--- src/rtl/core/partition_allocator_fit_policies_core_assert.svh ---
// Assertion macros for the partition allocator core.
`ifndef PARTITION_ALLOCATOR_FIT_POLICIES_CORE_ASSERT_SVH
`define PARTITION_ALLOCATOR_FIT_POLICIES_CORE_ASSERT_SVH
`ifndef SYNTHESIS
`define PA_ASSERT(label, clk, rst_n, prop, msg) \
    label: assert property (@(posedge clk) disable iff (!rst_n) prop) else $error(msg);
`define PA_ASSERT_NR(label, clk, prop, msg) \
    label: assert property (@(posedge clk) prop) else $error(msg);
`else
`define PA_ASSERT(label, clk, rst_n, prop, msg)
`define PA_ASSERT_NR(label, clk, prop, msg)
`endif
`endif

--- src/rtl/core/pafp_pkg.sv ---
// Package: types, constants and codes for the partition allocator.
`timescale 1ns / 1ps
package pafp_pkg;
    localparam int MaxParts = 16;
    localparam int IdxW = $clog2(MaxParts);
    localparam int CntW = $clog2(MaxParts + 1);
    localparam logic [15:0] MinSplitReset = 16'd10;
    localparam logic [15:0] TotalSizeReset = 16'd1024;

    localparam logic [1:0] CfgPolicy = 2'd0;
    localparam logic [1:0] CfgMinSplit = 2'd1;
    localparam logic [1:0] CfgTotalSize = 2'd2;

    localparam logic [1:0] PolBest = 2'd1;
    localparam logic [1:0] PolWorst = 2'd2;

    localparam logic [2:0] StOk = 3'd0;
    localparam logic [2:0] StNoFit = 3'd1;
    localparam logic [2:0] StBadSize = 3'd2;
    localparam logic [2:0] StBadIndex = 3'd3;
    localparam logic [2:0] StFull = 3'd4;

    // one table entry
    typedef struct packed {
        logic [15:0] start;
        logic [15:0] size;
        logic        busy;
    } t_entry;

    // operation broadcast to every cell
    typedef enum logic [2:0] {
        OP_HOLD,
        OP_INIT,
        OP_INSERT,   // shift right from pos, then write pos and pos+1
        OP_REMOVE,   // shift left from pos, entry pos-1 gets the merged size
        OP_MARK      // set busy of entry pos to a value
    } t_op;

    typedef struct packed {
        t_op             op;
        logic [IdxW-1:0] pos;
        logic [15:0]     req;
        logic [15:0]     left;
        logic [15:0]     msize;
        logic            busy;
        logic [15:0]     init_size;
    } t_cmd;

    typedef enum logic [2:0] {
        S_IDLE,
        S_SCAN,
        S_DECIDE,
        S_FREE1,
        S_FREE2,
        S_DONE
    } t_state;
endpackage

--- src/rtl/core/pafp_cell.sv ---
// One table cell: holds an entry and takes its left or right neighbour on shifts.
`timescale 1ns / 1ps
module pafp_cell
    import pafp_pkg::*;
#(
) (
    input  logic            i_clk,
    input  logic            i_rst_n,
    input  logic [IdxW-1:0] i_my_idx,
    input  logic            i_is_first,
    input  t_cmd            i_cmd,
    input  t_entry          i_left,
    input  t_entry          i_right,
    output t_entry          o_entry
);
    t_entry r_entry, n_entry;

    // pick the next entry from the broadcast command
    always_comb begin
        n_entry = r_entry;
        case (i_cmd.op)
            OP_INIT: begin
                n_entry.start = '0;
                n_entry.busy = 1'b0;
                n_entry.size = i_is_first ? i_cmd.init_size : '0;
            end
            OP_INSERT: begin
                if (i_my_idx == i_cmd.pos) begin
                    n_entry.size = i_cmd.req;
                    n_entry.busy = 1'b1;
                end else if (i_my_idx == i_cmd.pos + 1'b1 && i_cmd.pos != '1) begin
                    n_entry.start = i_left.start + i_cmd.req;
                    n_entry.size = i_cmd.left;
                    n_entry.busy = 1'b0;
                end else if (i_my_idx > i_cmd.pos) begin
                    n_entry = i_left;
                end
            end
            OP_REMOVE: begin
                if (i_my_idx + 1'b1 == i_cmd.pos && i_cmd.pos != '0)
                    n_entry.size = i_cmd.msize;
                else if (i_my_idx >= i_cmd.pos && i_my_idx != '1)
                    n_entry = i_right;
            end
            OP_MARK: begin
                if (i_my_idx == i_cmd.pos)
                    n_entry.busy = i_cmd.busy;
            end
            default: ;
        endcase
    end

    always_ff @(posedge i_clk) begin
        if (!i_rst_n) begin
            r_entry.busy <= 1'b0;
        end else begin
            r_entry.busy <= n_entry.busy;
        end
        r_entry.start <= n_entry.start;
        r_entry.size <= n_entry.size;
    end

    assign o_entry = r_entry;
endmodule

--- src/rtl/core/partition_allocator_fit_policies_core.sv ---
// Top level: request sequencer over a chain of partition table cells.
// An allocate scans the table, one entry a cycle, then takes a decide and a
// done step; a free takes two free steps and a done step, a zero-size
// allocate goes straight to done, and a bad index ends after the first free
// step. A new item is taken only after the result strobe of the last one.
// Synchronous active-low reset restores the state, count and configuration
// registers and one free partition of 1024; no item is taken while that
// initial load is pending. The receiver cannot stall.
`timescale 1ns / 1ps
`include "partition_allocator_fit_policies_core_assert.svh"
module partition_allocator_fit_policies_core
    import pafp_pkg::*;
(
    input  logic        i_clk,
    input  logic        i_rst_n,
    input  logic        start,
    output logic        busy,
    input  logic        i_cfg_we,
    input  logic [1:0]  i_cfg_index,
    input  logic [15:0] i_cfg_data,
    input  logic        i_req_type,
    input  logic [15:0] i_alloc_size,
    input  logic [3:0]  i_partition_index,
    output logic        o_valid,
    output logic [2:0]  o_status,
    output logic [15:0] o_alloc_address,
    output logic [15:0] o_granted_size,
    output logic [3:0]  o_alloc_index
);
    logic [1:0]  r_policy;
    logic [15:0] r_min_split;
    logic        r_init, r_type;
    logic [15:0] r_req;
    logic [IdxW-1:0] r_pidx, r_scan, r_pick, n_scan, n_pick;
    logic [CntW-1:0] r_count, n_count;
    logic        r_found, n_found;
    t_state      r_state, n_state;
    logic [2:0]  r_status, n_status;
    logic [15:0] r_addr, n_addr, r_grant, n_grant;
    logic [3:0]  r_aidx, n_aidx;
    logic        r_valid, n_valid;
    t_cmd        cmd;
    t_entry      ent [MaxParts];
    t_entry      lft [MaxParts];
    t_entry      rgt [MaxParts];
    t_entry      cur, pk, nb;
    logic [15:0] left_sz;
    logic        better;

    // chain of cells
    for (genvar g = 0; g < MaxParts; g++) begin : g_cell
        assign lft[g] = (g == 0) ? ent[0] : ent[(g == 0) ? 0 : g - 1];
        assign rgt[g] = (g == MaxParts - 1) ? ent[g] : ent[(g == MaxParts - 1) ? g : g + 1];
        pafp_cell u_cell (
            .i_clk(i_clk), .i_rst_n(i_rst_n), .i_my_idx(IdxW'(g)),
            .i_is_first(g == 0), .i_cmd(cmd), .i_left(lft[g]), .i_right(rgt[g]),
            .o_entry(ent[g])
        );
    end

    assign cur = ent[r_scan];
    assign pk = ent[r_pick];
    assign nb = ent[r_pidx];
    assign left_sz = pk.size - r_req;

    // policy compare for the scan step
    always_comb begin
        case (r_policy)
            PolBest:  better = cur.size < pk.size;
            PolWorst: better = cur.size > pk.size;
            default:  better = 1'b0;
        endcase
    end

    // next state
    always_comb begin
        n_state = r_state;
        case (r_state)
            S_IDLE: if (start && !busy) begin
                if (i_req_type) n_state = S_FREE1;
                else if (i_alloc_size == '0) n_state = S_DONE;
                else n_state = S_SCAN;
            end
            S_SCAN: if (CntW'(r_scan) + 1'b1 >= r_count) n_state = S_DECIDE;
            S_DECIDE: n_state = S_DONE;
            S_FREE1: n_state = (CntW'(r_pidx) >= r_count) ? S_DONE : S_FREE2;
            S_FREE2: n_state = S_DONE;
            S_DONE: n_state = S_IDLE;
            default: n_state = S_IDLE;
        endcase
    end

    // datapath and commands
    always_comb begin
        cmd = '0;
        cmd.op = OP_HOLD;
        cmd.init_size = i_cfg_data;
        n_scan = r_scan; n_pick = r_pick; n_found = r_found; n_count = r_count;
        n_status = r_status; n_addr = r_addr; n_grant = r_grant; n_aidx = r_aidx;
        n_valid = 1'b0;
        case (r_state)
            S_IDLE: begin
                n_scan = '0; n_pick = '0; n_found = 1'b0;
                n_status = StOk; n_addr = '0; n_grant = '0; n_aidx = '0;
                if (start && !busy && !i_req_type && i_alloc_size == '0)
                    n_status = StBadSize;
            end
            S_SCAN: begin
                if (!cur.busy && cur.size >= r_req && (!r_found || better)) begin
                    n_pick = r_scan; n_found = 1'b1;
                end
                n_scan = r_scan + 1'b1;
            end
            S_DECIDE: begin
                if (!r_found) n_status = StNoFit;
                else if (left_sz <= r_min_split) begin
                    cmd.op = OP_MARK; cmd.pos = r_pick; cmd.busy = 1'b1;
                    n_addr = pk.start; n_grant = pk.size; n_aidx = 4'(r_pick);
                end else if (r_count >= CntW'(MaxParts)) n_status = StFull;
                else begin
                    cmd.op = OP_INSERT; cmd.pos = r_pick; cmd.req = r_req;
                    cmd.left = left_sz; n_count = r_count + 1'b1;
                    n_addr = pk.start; n_grant = r_req; n_aidx = 4'(r_pick);
                end
            end
            S_FREE1: begin
                if (CntW'(r_pidx) >= r_count) n_status = StBadIndex;
                else if (r_pidx != '0 && !ent[r_pidx - 1'b1].busy) begin
                    // merge into left neighbour
                    cmd.op = OP_REMOVE; cmd.pos = r_pidx;
                    cmd.msize = ent[r_pidx - 1'b1].size + nb.size;
                    n_count = r_count - 1'b1;
                    n_pick = r_pidx - 1'b1;
                end else begin
                    cmd.op = OP_MARK; cmd.pos = r_pidx; cmd.busy = 1'b0;
                    n_pick = r_pidx;
                end
            end
            S_FREE2: begin
                if (CntW'(r_pick) + 1'b1 < r_count && !ent[r_pick + 1'b1].busy) begin
                    cmd.op = OP_REMOVE; cmd.pos = r_pick + 1'b1;
                    cmd.msize = pk.size + ent[r_pick + 1'b1].size;
                    n_count = r_count - 1'b1;
                end
            end
            S_DONE: n_valid = 1'b1;
            default: ;
        endcase
        if (r_init || (i_cfg_we && i_cfg_index == CfgTotalSize)) begin
            cmd.op = OP_INIT;
            cmd.init_size = r_init ? TotalSizeReset : i_cfg_data;
            n_count = CntW'(1);
        end
    end

    // registers
    always_ff @(posedge i_clk) begin
        if (!i_rst_n) begin
            r_state <= S_IDLE; r_policy <= '0; r_min_split <= MinSplitReset;
            r_init <= 1'b1; r_count <= CntW'(1);
            r_valid <= 1'b0; r_found <= 1'b0;
        end else begin
            r_init <= 1'b0;
            r_state <= n_state; r_count <= n_count; r_valid <= n_valid;
            r_found <= n_found;
            if (i_cfg_we) begin
                case (i_cfg_index)
                    CfgPolicy:    r_policy <= i_cfg_data[1:0];
                    CfgMinSplit:  r_min_split <= i_cfg_data;
                    default: ;
                endcase
            end
        end
        r_scan <= n_scan; r_pick <= n_pick; r_status <= n_status;
        r_addr <= n_addr; r_grant <= n_grant; r_aidx <= n_aidx;
        if (start && !busy) begin
            r_type <= i_req_type; r_req <= i_alloc_size; r_pidx <= i_partition_index;
        end
    end

    assign busy = (r_state != S_IDLE) || r_init || r_valid;
    assign o_valid = r_valid;
    assign o_status = r_valid ? r_status : '0;
    assign o_alloc_address = (r_valid && !r_type) ? r_addr : '0;
    assign o_granted_size = (r_valid && !r_type) ? r_grant : '0;
    assign o_alloc_index = (r_valid && !r_type) ? r_aidx : '0;

    `PA_ASSERT(a_count_range, i_clk, i_rst_n, (r_count >= CntW'(1) && r_count <= CntW'(MaxParts)), "partition count out of range")
    `PA_ASSERT(a_valid_one, i_clk, i_rst_n, r_valid |=> !r_valid, "result strobe longer than one cycle")
    `PA_ASSERT(a_done_valid, i_clk, i_rst_n, (r_state == S_DONE) |=> r_valid, "done without result")
endmodule
--- config.mk ---
export PLATFORM = sky130hd
export DESIGN_NAME = partition_allocator_fit_policies_core
export DESIGN_NICKNAME = d
export VERILOG_FILES = /design/src/rtl/core/pafp_pkg.sv /design/src/rtl/core/pafp_cell.sv /design/src/rtl/core/partition_allocator_fit_policies_core.sv
export VERILOG_INCLUDE_DIRS = /design/src /design/src/rtl/core
export SDC_FILE = /design/constraint.sdc
export NUM_CORES = 2
export LEC_CHECK = 0
export ABC_AREA = 1
export BUFFER_PORTS_ARGS = -buffer_cell sky130_fd_sc_hd__buf_2
export CAP_MARGIN = 30
export CORE_ASPECT_RATIO = 1.1
export CORE_MARGIN = 2
export CORE_UTILIZATION = 30
export CTS_BUF_LIST = sky130_fd_sc_hd__clkbuf_2 sky130_fd_sc_hd__clkbuf_4 sky130_fd_sc_hd__clkbuf_8
export DETAILED_ROUTE_END_ITERATION = 8
export GPL_ROUTABILITY_DRIVEN = 0
export PLACE_DENSITY = 0.43
export SETUP_SLACK_MARGIN = 0.5
export SLEW_MARGIN = 15
export SYNTH_ARGS = -nofsm -noshare
export SYNTH_HDL_FRONTEND = slang
export SYNTH_SLANG_ARGS = --single-unit
--- constraint.sdc ---
create_clock -name i_clk -period 11.8 [get_ports i_clk]
set_input_delay 0.59 -clock i_clk [delete_from_list [all_inputs] [get_ports i_clk]]
set_output_delay 0.59 -clock i_clk [all_outputs]
set_load 0.1 [all_outputs]
==> flow_metrics.env <==
export IMPL_cts_setup_buffers=0
export IMPL_critPathBufInv=6
export IMPL_area_delta_synth_final_pct=11.7
export IMPL_maxCapViolCount=0
export IMPL_dp_cells=10900
export IMPL_port_buffers=83
export IMPL_placementRows=173
export IMPL_fp_dieH_um=475
export IMPL_cts_htree_levels=4
export IMPL_ir_worst_vdd_mv=0.143
export IMPL_yosysSeqAreaShare_pct=30.2
export IMPL_timing_reg2reg_setup_slack_ns=1.55
export IMPL_clockBufferDepth=3
export IMPL_routed_wl_um=354000
export IMPL_final_cell_mix="nand2_1, o21ai_0, a21oi_1, inv_1, nand3_1"
export IMPL_dpl_hpwl_um=247000
export IMPL_fin_worst_skew_ns=0.0859
export IMPL_period_minus_slack_ns=10.25
export IMPL_grt_pass1_vias=66200
export IMPL_cts_sinks=625
export IMPL_via_count=69400
export IMPL_tightest_slew_ns=1.27
export IMPL_path_class="flop to flop"
export IMPL_power_mw=12.6
export IMPL_setup_worst_path_start_class="flop"
export IMPL_required_ns=12.39
export IMPL_fin_nets=8783
export IMPL_slew_headroom_pct=14.9
export IMPL_cp_max_fo=126
export IMPL_synthMuxAreaShare_pct=0
export IMPL_worstSetupEndpointType="flop"
export IMPL_drcViolationCount=1
export IMPL_report_final_slew_viol_count=0
export IMPL_violations="DRC"
export IMPL_drt_initial_drc_count=9995
export IMPL_p_leak_nw=26.8
export IMPL_fmax_ghz=0.0975
export IMPL_layout_commonest_cell="nand2_1"
export IMPL_worstPathArrival_ns=10.84
export IMPL_finalCritPeriodShare_pct=86.9
export IMPL_power_density_mw_per_mm2=186
export IMPL_critPathTopFamily="simple AND/OR/NAND/NOR gates"
export IMPL_crit_path_max_incr_delay_ns=0.93
export IMPL_die_w_um=433
export IMPL_synthFlopType="edfxtp_1"
export IMPL_cts_buffers=141
export IMPL_ys_ff_latch=625
export IMPL_hold_path_class="primary input to flop"
export IMPL_post_place_ws_ns=2.13
export IMPL_postRouteAntennaNets=0
export IMPL_fin_setup_tns_ns=0
export IMPL_crit_top_cell="nand2_1"
export IMPL_outcome="complete, but fails checks"
export IMPL_worstSkewPairLatency_ns=0.99
export IMPL_core_mm2=0.202
export IMPL_yosysWarnings=0
export IMPL_synth_xor_area_share_pct=2.98
export IMPL_synth_simple_area_share_pct=17.8
export IMPL_cts_root_buf="clkbuf_8"
export IMPL_synthArstFlopShare_pct=0
export IMPL_grt_max_degree=166
export IMPL_synth_nets=8880
export IMPL_cp_slowest_cell="a211oi_4"
export IMPL_avgSynthCellArea_um2=7.18
export IMPL_ios=84
export IMPL_overflow=0
export IMPL_first_pass_iters=9
export IMPL_setup_slack_ns=1.55
export IMPL_rsz0062_at_grt="false"
export IMPL_synth_edf_count=580
export IMPL_antenna_found_initial=17
export IMPL_setup_viol=0
export IMPL_netlist_area_mm2=0.0606
export IMPL_cts_tree="done"
export IMPL_path_clk_slew_ns=0.06
export IMPL_synth_cell_types=63
export IMPL_cts_resized=0
export IMPL_track_usage_pct=33.3
export IMPL_start_util_pct=30.1
export IMPL_synth_compound_area_share_pct=31.3
export IMPL_n_fill_cell=21800
export IMPL_via_per_inst=6.21
export IMPL_wl_per_cell_um=31.7
export IMPL_die_area_mm2=0.206
export IMPL_drive_gt1_share_pct=8.59
export IMPL_syn_inst=8442
export IMPL_synthAdderAreaFrac_pct=8.39
export IMPL_fin_cells=11200
export IMPL_synth_top_family_by_area="compound AO/OA/AOI/OAI gates"
export IMPL_grt_pass1_wl_um=494000
export IMPL_hold_violations=0
==> cells in the mapped netlist (44+ instances only) <==
cell type | n | area (um^2)
a21oi_1 | 1082 | 5420
buf_1 | 84 | 315
buf_2 | 78 | 390
clkbuf_1 | 422 | 1580
dfxtp_1 | 45 | 901
edfxtp_1 | 580 | 17400
ha_1 | 376 | 4700
inv_1 | 842 | 3160
nand2_1 | 1325 | 4970
nand3_1 | 663 | 3320
nor2_1 | 367 | 1380
nor3_1 | 44 | 220
o2111ai_1 | 44 | 385
o211ai_1 | 350 | 2630
o21ai_0 | 1154 | 5780
o221ai_1 | 309 | 2710
xnor2_1 | 82 | 718
xor2_1 | 119 | 1040
==> where the power goes <==
| group | internal (mW) | switching (mW) | leakage, nW |
|---|---|---|---|
| sequential | 2.68 | 0.188 | 6.46 |
| combinational | 1.88 | 5.23 | 18.9 |
| clock | 1.41 | 1.24 | 1.49 |
| total | 5.97 | 6.66 | 26.8 |
==> layout make-up <==
type                            count  area [um^2]  area share [%]
Antenna cell                        5         12.5          0.0185
Clock buffer                      215         2570            3.80
Clock inverter                     38          241           0.357
Inverter                          888         3360            4.96
Multi-Input combinational cell   6341        37000            54.7
Sequential cell                   625        18300            27.0
Tap cell                         2712         3390            5.01
Timing Repair Buffer              348         2800            4.13
==> worst min-delay path: cells and delay by family <==
family	cells	cell delay [ns]
AO/OA/AOI/OAI	1	0.09
buffers and inverters	1	0.10
AND/OR/NAND/NOR	1	0.16
==> metal layers <==
metal / global-route usage (%) / part of all wire (%)
met2: 52.1 / 44
met3: 7.33 / 9.4
met5: 0 / 0.026
met4: 26.0 / 9.1
met1: 39.5 / 38
==> stage by stage <==
stage	util, %	hold slack [ns]	cell area, um^2
after floorplan	-	0.435	60600
after global placement	31.8	0.455	64200
after detailed placement	32.0	0.458	64400
after CTS	33.6	0.0829	67600
after global routing	33.6	0.0278	67700
final	33.6	0.0404	67700
==> final timing paths <==
check                           cells past startpoint                          from                           end
worst max-delay path                               31                     r_pick[0]  g_cell[3].u_cell.o_entry[20]
worst min-delay path                                3                i_cfg_index[0]               r_min_split[15]
worst max register to register                     31                     r_pick[0]  g_cell[3].u_cell.o_entry[20]
worst min register to register                      2  g_cell[14].u_cell.o_entry[0]  g_cell[14].u_cell.o_entry[0]
==> flip-flops by register name (all words and copies together) (netlist names), 3 cells and up <==
name,cells
g_cell.u_cell.o_entry,528
r_addr,16
r_grant,16
r_min_split,16
r_req,16
r_count,5
r_aidx,4
r_pick,4
r_pidx,4
r_scan,4
r_state,3
r_status,3
==> logic make-up (layout without fill, tap and decap cells) <==
| family | after synthesis | count (layout) |
|---|---|---|
| compound gates | 3219 | 3219 |
| simple gates | 2523 | 2523 |
| other cells | 0 | 5 |
| flops | 625 | 625 |
| buf+inv | 1476 | 1489 |
| xor+xnor | 204 | 204 |
| fa+ha+maj | 395 | 395 |
==> timing repair <==
item,in CTS,in global routing
setup endpoints to repair,0,0
endpoints found under the hold margin,45,0
hold buffers,38,0
No activity file was read; power rests on OpenSTA's default activity.
